--- src/hdl/spq_pkg.sv ---
// shared types and constants for the sorted priority queue
package spq_pkg;

    localparam int DEPTH_DEF       = 16;
    localparam int KEY_BITS_DEF    = 16;
    localparam int HANDLE_BITS_DEF = 8;

    localparam int          CAP_BITS  = 5;
    localparam logic [4:0]  CAP_RESET = 5'd16;

    typedef enum logic {
        OP_ENQ = 1'b0,
        OP_DEQ = 1'b1
    } op_t;

    typedef enum logic [1:0] {
        ST_OK    = 2'd0,
        ST_FULL  = 2'd1,
        ST_EMPTY = 2'd2
    } status_t;

    typedef struct packed {
        logic enq;
        logic deq;
    } cell_ctrl_t;

endpackage

--- src/hdl/sorted_priority_queue.sv ---
// sorted priority queue: row of compare-and-shift cells with a registered result
// result: a result word is registered and appears on m_ in the cycle after its input word is accepted
// throughput: one enqueue or dequeue per cycle while m_ is not stalled; every cell compares against the
//   new key and shifts in the same cycle, so no operation waits on the cells
// reset: all cells empty, count zero, capacity 16; stored keys and handles are not cleared
module sorted_priority_queue #(
    parameter int DEPTH       = spq_pkg::DEPTH_DEF,
    parameter int KEY_BITS    = spq_pkg::KEY_BITS_DEF,
    parameter int HANDLE_BITS = spq_pkg::HANDLE_BITS_DEF,
    localparam int COUNT_BITS = $clog2(DEPTH + 1),
    localparam int IN_W       = ((KEY_BITS + HANDLE_BITS + 7) / 8) * 8,
    localparam int OUT_W      = ((KEY_BITS + HANDLE_BITS + COUNT_BITS + 7) / 8) * 8
) (
    input  logic                          aclk,
    input  logic                          aresetn,
    input  logic                          s_tvalid,
    output logic                          s_tready,
    input  logic [IN_W-1:0]               s_tdata,   // new_key, new_handle
    input  logic [0:0]                    s_tuser,   // opcode
    output logic                          m_tvalid,
    input  logic                          m_tready,
    output logic [OUT_W-1:0]              m_tdata,   // out_key, out_handle, entry_count
    output logic [2:0]                    m_tuser,   // out_valid, status
    input  logic                          cfg_valid,
    output logic                          cfg_ready,
    input  logic [spq_pkg::CAP_BITS-1:0]  cfg_data
);

    localparam int CMP_BITS = (COUNT_BITS > spq_pkg::CAP_BITS) ?
                              COUNT_BITS : spq_pkg::CAP_BITS;

    logic [spq_pkg::CAP_BITS-1:0] capacity_reg;
    logic [COUNT_BITS-1:0]        count_reg, count_next;

    logic                         m_tvalid_reg, m_tvalid_next;
    logic [KEY_BITS-1:0]          out_key_reg, out_key_next;
    logic [HANDLE_BITS-1:0]       out_handle_reg, out_handle_next;
    logic                         out_valid_reg, out_valid_next;
    spq_pkg::status_t             status_reg, status_next;
    logic [COUNT_BITS-1:0]        entry_count_reg;

    logic                         fire;
    spq_pkg::op_t                 op;
    logic [KEY_BITS-1:0]          in_key;
    logic [HANDLE_BITS-1:0]       in_handle;
    logic                         full;
    logic                         empty;
    spq_pkg::cell_ctrl_t          ctrl;

    logic                         cell_ge     [DEPTH];
    logic                         cell_valid  [DEPTH];
    logic [KEY_BITS-1:0]          cell_key    [DEPTH];
    logic [HANDLE_BITS-1:0]       cell_handle [DEPTH];
    logic [DEPTH-1:0]             valid_vec;
    logic [DEPTH-1:0]             thermo_vec;

    assign cfg_ready = 1'b1;
    assign s_tready  = !m_tvalid_reg || m_tready;
    assign fire      = s_tvalid && s_tready;
    assign op        = spq_pkg::op_t'(s_tuser[0]);
    assign in_key    = s_tdata[KEY_BITS-1:0];
    assign in_handle = s_tdata[KEY_BITS+HANDLE_BITS-1:KEY_BITS];

    // capacity above the built depth saturates at the depth
    assign full  = (CMP_BITS'(count_reg) >= CMP_BITS'(capacity_reg)) ||
                   (CMP_BITS'(count_reg) >= CMP_BITS'(DEPTH));
    assign empty = (count_reg == '0);

    assign ctrl.enq = fire && (op == spq_pkg::OP_ENQ) && !full;
    assign ctrl.deq = fire && (op == spq_pkg::OP_DEQ) && !empty;

    for (genvar i = 0; i < DEPTH; i++) begin : g_cell
        logic                   l_ge, l_valid, r_valid;
        logic [KEY_BITS-1:0]    l_key, r_key;
        logic [HANDLE_BITS-1:0] l_handle, r_handle;

        if (i == 0) begin : g_head
            assign l_ge     = 1'b1;
            assign l_valid  = 1'b0;
            assign l_key    = '0;
            assign l_handle = '0;
        end else begin : g_body
            assign l_ge     = cell_ge[i-1];
            assign l_valid  = cell_valid[i-1];
            assign l_key    = cell_key[i-1];
            assign l_handle = cell_handle[i-1];
        end

        if (i == DEPTH - 1) begin : g_tail
            assign r_valid  = 1'b0;
            assign r_key    = '0;
            assign r_handle = '0;
        end else begin : g_inner
            assign r_valid  = cell_valid[i+1];
            assign r_key    = cell_key[i+1];
            assign r_handle = cell_handle[i+1];
        end

        spq_cell #(
            .KEY_BITS    (KEY_BITS),
            .HANDLE_BITS (HANDLE_BITS)
        ) u_cell (
            .aclk         (aclk),
            .aresetn      (aresetn),
            .ctrl         (ctrl),
            .new_key      (in_key),
            .new_handle   (in_handle),
            .left_ge      (l_ge),
            .left_valid   (l_valid),
            .left_key     (l_key),
            .left_handle  (l_handle),
            .right_valid  (r_valid),
            .right_key    (r_key),
            .right_handle (r_handle),
            .ge           (cell_ge[i]),
            .valid        (cell_valid[i]),
            .key          (cell_key[i]),
            .handle       (cell_handle[i])
        );

        assign valid_vec[i]  = cell_valid[i];
        assign thermo_vec[i] = (COUNT_BITS'(i) < count_reg);
    end

    always_comb begin
        count_next = count_reg;
        if (ctrl.enq) begin
            count_next = count_reg + 1'b1;
        end else if (ctrl.deq) begin
            count_next = count_reg - 1'b1;
        end
    end

    always_comb begin
        out_key_next    = '0;
        out_handle_next = '0;
        out_valid_next  = 1'b0;
        status_next     = spq_pkg::ST_OK;
        if (ctrl.deq) begin
            out_key_next    = cell_key[0];
            out_handle_next = cell_handle[0];
            out_valid_next  = 1'b1;
        end else if (op == spq_pkg::OP_ENQ && full) begin
            status_next = spq_pkg::ST_FULL;
        end else if (op == spq_pkg::OP_DEQ && empty) begin
            status_next = spq_pkg::ST_EMPTY;
        end
    end

    always_comb begin
        m_tvalid_next = m_tvalid_reg;
        if (fire) begin
            m_tvalid_next = 1'b1;
        end else if (m_tready) begin
            m_tvalid_next = 1'b0;
        end
    end

    always_ff @(posedge aclk) begin
        if (!aresetn) begin
            capacity_reg <= spq_pkg::CAP_RESET;
            count_reg    <= '0;
            m_tvalid_reg <= 1'b0;
        end else begin
            if (cfg_valid && cfg_ready) begin
                capacity_reg <= cfg_data;
            end
            count_reg    <= count_next;
            m_tvalid_reg <= m_tvalid_next;
        end
    end

    always_ff @(posedge aclk) begin
        if (fire) begin
            out_key_reg     <= out_key_next;
            out_handle_reg  <= out_handle_next;
            out_valid_reg   <= out_valid_next;
            status_reg      <= status_next;
            entry_count_reg <= count_next;
        end
    end

    assign m_tvalid = m_tvalid_reg;
    assign m_tdata  = OUT_W'({entry_count_reg, out_handle_reg, out_key_reg});
    assign m_tuser  = {status_reg, out_valid_reg};

    // live cells always form a solid run from the head
    a_valid_thermo: assert property (@(posedge aclk) disable iff (!aresetn)
        valid_vec == thermo_vec)
        else $error("cell valid bits disagree with count");

    a_count_bound: assert property (@(posedge aclk) disable iff (!aresetn)
        CMP_BITS'(count_reg) <= CMP_BITS'(DEPTH))
        else $error("count above depth");

    a_deq_returns: assert property (@(posedge aclk) disable iff (!aresetn)
        (fire && op == spq_pkg::OP_DEQ && !empty) |=> (m_tvalid && m_tuser[0]))
        else $error("dequeue of a live entry gave no entry");

    a_full_holds: assert property (@(posedge aclk) disable iff (!aresetn)
        (fire && op == spq_pkg::OP_ENQ && full) |=> $stable(count_reg))
        else $error("rejected enqueue changed the count");

endmodule

--- src/hdl/spq_cell.sv ---
// one slot of the sorted queue: holds an entry and shifts left or right
module spq_cell #(
    parameter int KEY_BITS    = spq_pkg::KEY_BITS_DEF,
    parameter int HANDLE_BITS = spq_pkg::HANDLE_BITS_DEF
) (
    input  logic                    aclk,
    input  logic                    aresetn,
    input  spq_pkg::cell_ctrl_t     ctrl,
    input  logic [KEY_BITS-1:0]     new_key,
    input  logic [HANDLE_BITS-1:0]  new_handle,
    input  logic                    left_ge,
    input  logic                    left_valid,
    input  logic [KEY_BITS-1:0]     left_key,
    input  logic [HANDLE_BITS-1:0]  left_handle,
    input  logic                    right_valid,
    input  logic [KEY_BITS-1:0]     right_key,
    input  logic [HANDLE_BITS-1:0]  right_handle,
    output logic                    ge,
    output logic                    valid,
    output logic [KEY_BITS-1:0]     key,
    output logic [HANDLE_BITS-1:0]  handle
);

    logic                   valid_reg, valid_next;
    logic [KEY_BITS-1:0]    key_reg, key_next;
    logic [HANDLE_BITS-1:0] handle_reg, handle_next;

    // entry stays ahead of a new key that is not larger
    assign ge = valid_reg && (key_reg >= new_key);

    always_comb begin
        valid_next  = valid_reg;
        key_next    = key_reg;
        handle_next = handle_reg;
        if (ctrl.deq) begin
            valid_next  = right_valid;
            key_next    = right_key;
            handle_next = right_handle;
        end else if (ctrl.enq && !ge) begin
            if (left_ge) begin
                // insertion point
                valid_next  = 1'b1;
                key_next    = new_key;
                handle_next = new_handle;
            end else begin
                valid_next  = left_valid;
                key_next    = left_key;
                handle_next = left_handle;
            end
        end
    end

    always_ff @(posedge aclk) begin
        if (!aresetn) begin
            valid_reg <= 1'b0;
        end else begin
            valid_reg <= valid_next;
        end
    end

    always_ff @(posedge aclk) begin
        key_reg    <= key_next;
        handle_reg <= handle_next;
    end

    assign valid  = valid_reg;
    assign key    = key_reg;
    assign handle = handle_reg;

endmodule

--- config.mk ---
export PLATFORM = sky130hd
export DESIGN_NAME = sorted_priority_queue
export DESIGN_NICKNAME = d
export VERILOG_FILES = /design/src/hdl/spq_pkg.sv /design/src/hdl/sorted_priority_queue.sv /design/src/hdl/spq_cell.sv
export SDC_FILE = /design/constraint.sdc
export NUM_CORES = 1
export LEC_CHECK = 0
export ABC_AREA = 0
export BUFFER_PORTS_ARGS = -buffer_cell sky130_fd_sc_hd__buf_2
export CAP_MARGIN = 15
export CORE_MARGIN = 2
export CORE_UTILIZATION = 25
export DETAILED_ROUTE_END_ITERATION = 8
export SLEW_MARGIN = 20
export SYNTH_ARGS = -nofsm -noshare
export SYNTH_HDL_FRONTEND = slang
export SYNTH_HIERARCHICAL = 1
export SYNTH_SLANG_ARGS = --single-unit
export TNS_END_PERCENT = 100
--- constraint.sdc ---
create_clock -name aclk -period 5.6 [get_ports aclk]
set_input_delay 0.28 -clock aclk [delete_from_list [all_inputs] [get_ports aclk]]
set_output_delay 0.28 -clock aclk [all_outputs]
set_load 0.01 [all_outputs]
[Word-level counts from Yosys, hierarchy flattened]
Index checks and enable logic that the tools add are counted.
Storage, ports and cells
  output and inout port bits: 38
  register bits after elaboration: 443
  word-level logic and storage cells: 300
  input bits: 35
Operators by class
  muxes and demuxes: 142
  order comparisons: 18
  $add $sub $neg: 2
  bitwise gates (word level): 2
  reduce and logical (&&, ||, !) cells: 79
Operators by type and width (number)
  two-way mux 16 bit: 45
  two-way mux 8 bit: 45
  greater-or-equal comparator 16 bit: 16
  two-way mux 1 bit: 49
  logical AND 1 bit: 39
  nonzero test 2 bit: 16
  zero test 1 bit: 19
  two-way mux 5 bit: 2
  adder 5 x 1 -> 5 bit, second input constant: 1
  greater-or-equal comparator 5 bit: 1
  greater-or-equal comparator 5 bit, second input constant: 1
  zero test 5 bit: 1
  subtractor 5 x 1 -> 5 bit, second input constant: 1
  OR reduction 2 bit: 2
  logical OR 1 bit: 2
  two-way mux 2 bit: 1
  inverter 1 bit: 2

[Logic depth before layout (Yosys ltp)]
  depth after elaboration: 8
  depth in mapped cells: 13
  gate-level depth less buffers: 12

[Cells and area by module]
The synthesis kept the hierarchy.
Modules (own cells, without submodules)
  spq_cell (g_cell[0].u_cell ...): area an instance 1689.1 µm², sequential area each 740.7 µm², times used 13, cells each 170
  spq_cell (g_cell[8].u_cell ...): area an instance 1715.4 µm², sequential area each 740.7 µm², times used 2, cells each 173
  sorted_priority_queue: area an instance 1875.5 µm², sequential area each 1181.1 µm², times used 1, cells each 146
  spq_cell (g_cell[13].u_cell): area an instance 1696.6 µm², sequential area each 740.7 µm², times used 1, cells each 172

[Worst setup path before layout]
OpenSTA, ideal clock, no wires.
  path kind: flip-flop to flip-flop
  start: register count_reg[0]
  end: register g_cell[0].u_cell.handle_reg[0] (enable)
  buffers on the path: 3
  required time: 5.180 ns
  library setup time: 0.420 ns
  cell stages (with the launch flop): 10
  period minus slack after synthesis: 4.206 ns
  data arrival time: 3.786 ns
  slack: 1.394 ns
  path through: dfxtp_1 inv_1 ha_1 nor4b_1 nor4_1 clkbuf_1 buf_2 buf_2 nor2_1 a31oi_1
RTL lines
  start, declared: RTL line sorted_priority_queue.sv:33  | logic [COUNT_BITS-1:0] count_reg, count_next;
  start signal, assigned: RTL line sorted_priority_queue.sv:168  | count_reg <= count_next;
  end signal, assigned: RTL line spq_cell.sv:63  | handle_reg <= handle_next;
  end, declared: RTL line spq_cell.sv:26  | logic [HANDLE_BITS-1:0] handle_reg, handle_next;

==> impl_metrics.ini <==
[sta]
worst_pin_slew_ns = 1.07
period_share_pct = 66.2
fin_worst_skew_ns = 0.0284
fmax_ghz = 0.270
finalSetupTns_ns = 0
min_period_ns = 3.71
setup_viol = 0
rsz0062_at_grt = false
hold_violations = 0
drv_slew = 0
max-slew-margin-rel_pct = 28.8

[worst_setup_path]
crit_arrival_ns = 3.97
ff2ff_path_depth = 9
reg2reg_slack_ns = 1.89
setup.worst_path.start = capacity_reg[4]
worstReg2RegStart = capacity_reg[4]
r2r_end = g_cell[4].u_cell/handle[6]
required_ns = 5.87
crit_end = g_cell[4].u_cell/handle[6]
critPathLaunchType = register
end_kind = register
path_max_fanout = 30
path_class = register to register

[placement]
io_buffers = 68
dp.final_hpwl_mm = 50.7
place_congestion = 0.802

[floorplanning]
die_y_um = 344
initial_core_util_pct = 25.3
row_count = 124
die-area_um2 = 119000
pin_count = 73
die_w_um = 344
core_um2 = 115000

[global_route]
grt_first_pass_wirelength_mm = 112
grt_pass1_vias = 20234
grt.overflow.total = 0
antenna_found_initial = 13
grt_max_degree = 223
grtUsageTotal_pct = 11.7

[layout]
largest_reg_flops = 256
fin_nets = 3260
final_util_pct = 28.8
fill_cells = 11880
area_growth_pct = 14.0
drive_gt1_share_pct = 8.12

[min_path]
min-delay-start = cfg_valid
hp-class = input port to register

[yosys]
yosysWarnings = 6
synth_cells = 2873
syn_area_um2 = 29000
syn_area_per_cell_um2 = 10.1

[clocking]
numClockSinks = 443
postCtsResizedCells = 0
insertion_delay_ns = 0.62
tritoncts = built
numCtsBuffers = 50
clk_pin_slew_ns = 0.06
post_cts_buffers = 0
cts_buffer_depth = 3
root_buffer = clkbuf_16
htree_levels = 2

[pwr]
p_per_area_nw_per_um2 = 297
power_mw = 9.79
ir_drop_mv = 0.205
p_leak_nw = 12.2

[drt]
initialDrtViolationCount = 1322
dr_wl_met2_mm = 32.5
postRouteAntennaNets = 0
routed_wl_mm = 70.5
wire_per_inst_um = 15.6
drc = 0
dr.pass1.iters = 5
vias = 20521
met3WireLength_mm = 2.74
vias_per_cell = 4.54
wl_met1_mm = 33.4
top_layer_used = met5

[status]
status = completed

[flow_run]
max_cap_violations = 0
-- how the worst min path moves through the flow --
stage	end	slack [ns]	cells past startpoint
finish	capacity_reg[0]	0.05	3
detailed placement	capacity_reg[1]	0.49	2
global placement	capacity_reg[2]	0.48	2
floorplan	capacity_reg[4]	0.38	1
global route	capacity_reg[3]	0.07	3
CTS	capacity_reg[0]	0.02	3
-- stage by stage --
step / cell area, um^2 / instances / hold WS (ns) / setup slack [ns]
CTS: 33000 / 4516 / 0.0209 / 1.86
global route: 33000 / 4519 / 0.0667 / 1.69
detailed placement: 31300 / 4413 / 0.489 / 1.89
global placement: 31300 / 4413 / 0.479 / 1.96
finish: 33000 / 4519 / 0.0544 / 1.89
floorplan: 29200 / 2926 / 0.379 / 1.39
-- per-layer routing --
layer / track usage [%] / vias to the layer above
met5: 0 / -
met4: 4.08 / 4
met3: 1.34 / 114
met2: 19.1 / 393
met1: 16.0 / 9575
li1: - / 10435
-- cells in the final DEF (no fill, tap or decap), types with 55 or more instances in the layout --
cell and instances:
inv_1 298, ha_1 263, nor2_1 79, mux2i_1 390, conb_1 55, o21ai_0 96
a21oi_1 71, o21ai_1 327, edfxtp_1 416, nand2_1 415, buf_2 68
-- power breakdown --
group | internal, mW | total (mW) | switching [mW] | leakage (nW)
combinational | 0.730 | 1.89 | 1.16 | 7.22
clock | 1.95 | 3.35 | 1.41 | 0.801
sequential | 4.23 | 4.55 | 0.316 | 4.16
-- layout make-up --
cell class                      instances  area [um^2]  share of cell area, %
Timing Repair Buffer                  124          833                   2.52
Sequential cell                       443        13000                   39.5
Inverter                              298         1120                   3.39
Antenna cell                            3         7.51                 0.0227
Tap cell                             1512         1890                   5.73
Clock inverter                         33          285                  0.864
Multi-Input combinational cell       2045        14500                   43.9
Clock buffer                           61         1360                   4.11
-- critical path, cell delays in order (launching register included) --
cell and delay (ns):
dfxtp_1 0.31, inv_1 0.05, ha_1 0.35, a211o_1 0.29
or4_4 0.43, a31oi_4 0.68, buf_4 0.45, nor2_1 0.10
a31oi_2 0.32, buf_4 0.36
-- what timing repair did --
item                                    4_1_cts  5_1_grt
endpoints found under the hold margin         8        0
hold buffers                                  9        0
endpoints found under the setup margin        0        0
Power figures use the tool's default switching activity.
